===== src/hdl/swlf_queue.sv =====
`timescale 1ns / 1ps

// two-entry queue; parts the engine from each neighbour
module swlf_queue #(
   parameter int WIDTH = 48
) (
   input  logic             clock,
   input  logic             reset,
   input  logic             push,
   output logic             full,
   input  logic [WIDTH-1:0] wdata,
   input  logic             pop,
   output logic             empty,
   output logic [WIDTH-1:0] rdata
);

   logic [WIDTH-1:0] entry_ff [2];
   logic [1:0]       count_ff, count_in;
   logic             wp_ff, wp_in, rp_ff, rp_in;
   logic             do_push, do_pop;

   assign full    = (count_ff == 2'd2);
   assign empty   = (count_ff == 2'd0);
   assign rdata   = entry_ff[rp_ff];
   assign do_push = push && !full;
   assign do_pop  = pop && !empty;

   // pointer and count update
   always_comb begin
      wp_in    = do_push ? ~wp_ff : wp_ff;
      rp_in    = do_pop ? ~rp_ff : rp_ff;
      count_in = count_ff + {1'b0, do_push} - {1'b0, do_pop};
   end

   always_ff @(posedge clock) begin
      if (reset) begin
         count_ff <= 2'd0;
         wp_ff    <= 1'b0;
         rp_ff    <= 1'b0;
      end else begin
         count_ff <= count_in;
         wp_ff    <= wp_in;
         rp_ff    <= rp_in;
      end
   end

   // payload, no reset
   always_ff @(posedge clock) begin
      if (do_push) entry_ff[wp_ff] <= wdata;
   end

endmodule


===== config.mk =====
export PLATFORM = sky130hd
export DESIGN_NAME = swlf_queue
export DESIGN_NICKNAME = d
export VERILOG_FILES = /design/src/hdl/swlf_queue.sv
export SDC_FILE = /design/constraint.sdc
export NUM_CORES = 1
export LEC_CHECK = 0
export BUFFER_PORTS_ARGS = -buffer_cell sky130_fd_sc_hd__buf_4
export CORE_MARGIN = 2
export CORE_UTILIZATION = 35
export DETAILED_ROUTE_END_ITERATION = 6
export SYNTH_ARGS = -nofsm -noshare
export SYNTH_HDL_FRONTEND = slang
export SYNTH_SLANG_ARGS = --single-unit

===== constraint.sdc =====
create_clock -name clock -period 2.9 [get_ports clock]
set_clock_uncertainty 0.2 [all_clocks]
set_input_delay 0.145 -clock clock [delete_from_list [all_inputs] [get_ports clock]]
set_output_delay 0.145 -clock clock [all_outputs]
set_load 0.02 [all_outputs]

==> summary.md <==
| Metric | Value |
|---|---|
| Hold Crit Endpoint | `count_ff[1]$_SDFF_PP0_` |
| Worst min-delay path category | `in2reg` |
| Clock Tree Root | `clkbuf_8` |
| Worst r2r dst | `entry_ff[0][14]$_DFFE_PP_` |
| Mapped Area | `around 0.0037 mm2` |
| Register area | `approximately 0.003 mm2` |
| H-tree lvl count | `3` |
| CTS Buf Count | `9` |
| Max frequency | `469.2 MHz` |
| Cell leakage power | `~0.0020 uW` |
| Synth cell types | `22` |
| Sw power | `1321 uW` |
| Relative slew margins | `0.5925` |
| Clock Power Share | `0.188` |
| Area occupied by multi-input gates | `around 660 um2` |
| Syn_area_per_cell | `between 20 and 25 um2` |
| Antenna viol nets, final | `0` |
| Largest net degree at the start of global routing | `38` |
| Area grow syn2layout | `44.20%` |
| Vias | `about 2100` |
| DR pass1 iterations | `4` |
| IO Port Bufs | `around 100` |
| Num rows | `37` |
| Crit path cell chain | `buf_12, mux2_2, buf_4` |
| Sequential area share after synthesis | `0.8068` |
| Register clock-pin slew on the reported worst setup and hold paths | `roughly 90 ps` |
| Via density | `approximately 4.4` |
| CORE AREA | `0.01028 mm2` |
| DP HPWL | `4295 um` |
| Switching part of the total | `0.3134` |
| Initial Utilization | `0.3598` |
| Share of cells above drive strength 1 | `0.5000` |
| Max Slew Vio Count | `0` |
| TritonCTS clock tree | `done` |
| Worst reg2reg setup slack | `930 ps` |
| Int Pwr | `~2900 uW` |
| Pre-CTS setup slack | `926.0 ps` |
| Status | `finished, final reports clean` |
| Setup-failing EPs final | `0` |
| Max cap viols | `0` |
| Slowest CP cell | `dfxtp_2` |
| Worst setup SP type | `register` |
| Grt total ovfl | `0` |
| Setup_tns | `0 ps` |
| Hold Vio Cnt, Final | `0` |
| Period Utilization, post-route | `0.7350` |
| GPL Wtd Cong | `between 0.7 and 0.8` |
| Power Density | `approximately 800 mW/mm2` |
| Post-Route WL | `approximately 7000 um` |
| # IOs | `102` |
| Initial antenna violation count | `0` |
| Worst setup EP type | `output pin` |
| Drt wl/cell | `14.49 um` |
| Syn Inst Count | `about 180` |
| Chip height | `106.8 um` |
| Combinational power share | `0.351` |
| WS Path Type | `reg2out` |
| Final Critical Period | `2131 ps` |
| RSZ-0062 raised after global routing | `no` |
| Hold_sp | `push` |
| Arrival time worst endpoint | `roughly 1800 ps` |
| Slowest stage delay, CP | `about 590 ps` |
| Die W | `106.8 um` |
| Post-CTS resize count | `0` |
| Nets | `about 390` |
| Number of synthesized register bits | `approximately 100` |
| Synth warn | `0` |
| Required @ worst endpoint | `roughly 2600 ps` |
| Syn_nets | `230` |
| Total GRT Usage | `0.1263` |
| Finished Core Util | `0.5187` |
| Setup WS post-layout | `around 770 ps` |
| Die area | `about 0.011 mm2` |
| First-pass GRT wire length | `around 11000 um` |
| Clock sink total | `about 100` |
| 1st-iter DRT viols | `45` |
| Fillers | `860` |
| DRC | `0` |
| Reg power frac | `0.461` |
| Hold-critical path depth | `6` |
| Antenna diodes | `0` |
| Max clock buf depth | `2` |
| Vias in the first global route | `between 2000 and 2500` |
| Reg2reg start | `count_ff[0]$_SDFF_PP0_` |
| R2R depth | `5` |
| Worst-Margin Slew | `~610 ps` |
| Worst-Skew Late Latency | `around 350 ps` |
| Worst-path fanout max | `34` |
| VDD IR-drop max | `~320 uV` |
-- through the flow --
stage	instances	cell area, um2	hold WS (ps)	total power [uW]
floorplan	176	3697	14.07	2835
global placement	411	4647	130.7	3416
detailed placement	411	4647	133.1	3428
CTS	478	5331	153.6	4279
global route	478	5331	213.1	4439
finish	478	5331	160.6	4216
-- Yosys cell counts --
cell type	number	area [um2]
nor3_1	1	5.000
inv_2	1	3.750
ha_1	2	25.02
and3_2	1	7.510
o21a_1	1	7.510
inv_1	3	11.26
buf_6	2	22.52
nor2_1	4	15.01
buf_2	2	10.01
o21ai_0	1	5.000
buf_4	1	7.510
dfxtp_1	5	100.1
nor2b_1	1	6.260
edfxtp_1	96	2883
nand2_1	1	3.750
a21oi_1	1	5.000
and2_1	1	6.260
mux2_2	48	540.5
or3_1	1	6.260
nand2b_2	1	8.760
xnor2_1	1	8.760
xor2_1	1	8.760
-- flip-flops by register name, indices dropped and copies added, names as in the netlist, named ones only --
name      flops
wp_ff         1
entry_ff     96
count_ff      2
rp_ff         1
-- worst max-delay path: cells and delay by family, from the launching register on --
family   cells  cell delay (ps)
flops        1              590
buf+inv      2              440
mux          1              380
-- cell usage in the layout, fill, tap and decap left out, types with 2 or more instances in the layout --
cell           count
buf_12             3
buf_4            101
clkbuf_8           9
clkinv_1           2
clkinv_4           2
dfxtp_1            4
dlygate4sd3_1     51
edfxtp_1          96
ha_1               2
inv_1              2
inv_2              2
inv_6              2
mux2_2            48
nor2_1             4
-- what timing repair did --
| item | in CTS | in global routing |
|---|---|---|
| hold endpoints to repair | 101 | 0 |
| buffers inserted | 0 | 0 |
| hold buffers | 51 | 0 |
-- power groups by stage --
stage	Combinational (uW)	Sequential (uW)	Clock [uW]
3_5_place_dp	1440	1990	0
6_report	1480	1940	794
4_1_cts	1510	1950	821
5_1_grt	1590	1970	881
3_3_place_gp	1440	1970	0
2_1_floorplan	899	1940	0
-- logic make-up (layout without fill, tap and decap cells) --
family / after synthesis / after routing / synth area share
and+or+nand+nor: 11 / 11 / 0.01591
buffers and inverters: 9 / 175 / 0.01489
muxes: 48 / 48 / 0.1462
adders and majority gates: 2 / 2 / 0.006767
DFF: 101 / 101 / 0.8068
AOI/OAI and AO/OA: 3 / 3 / 0.004736
xor gates and xnor gates: 2 / 2 / 0.004739
-- worst max path at each step --
stage | from | endpoint | slack, ps | cells after the start
final | register | rdata[9] | 770 | 3
after global routing | register | rdata[9] | 640 | 3
after CTS | register | rdata[9] | 710 | 3
after detailed placement | count_ff[0]$_SDFF_PP0_ | entry_ff[0][19]$_DFFE_PP_ | 930 | 5
after global placement | count_ff[0]$_SDFF_PP0_ | entry_ff[0][19]$_DFFE_PP_ | 960 | 5
after floorplan | count_ff[0]$_SDFF_PP0_ | entry_ff[0][0]$_DFFE_PP_ | 470 | 4
-- layout make-up --
class,instances,area share
tap,136,0.03192
multi-input combinational,66,0.1237
clock buffer,9,0.02323
sequential,101,0.5597
timing repair buffer,155,0.2492
clock inverter,7,0.009387
inverter,4,0.002816
-- routing by layer --
metal | global-route usage | share of wire
met4 | 0.05844 | 0.011
met5 | 0 | 0
met1 | 0.1531 | 0.44
met3 | 0.03161 | 0.047
met2 | 0.2120 | 0.50
Power figures use the tool's default switching activity.
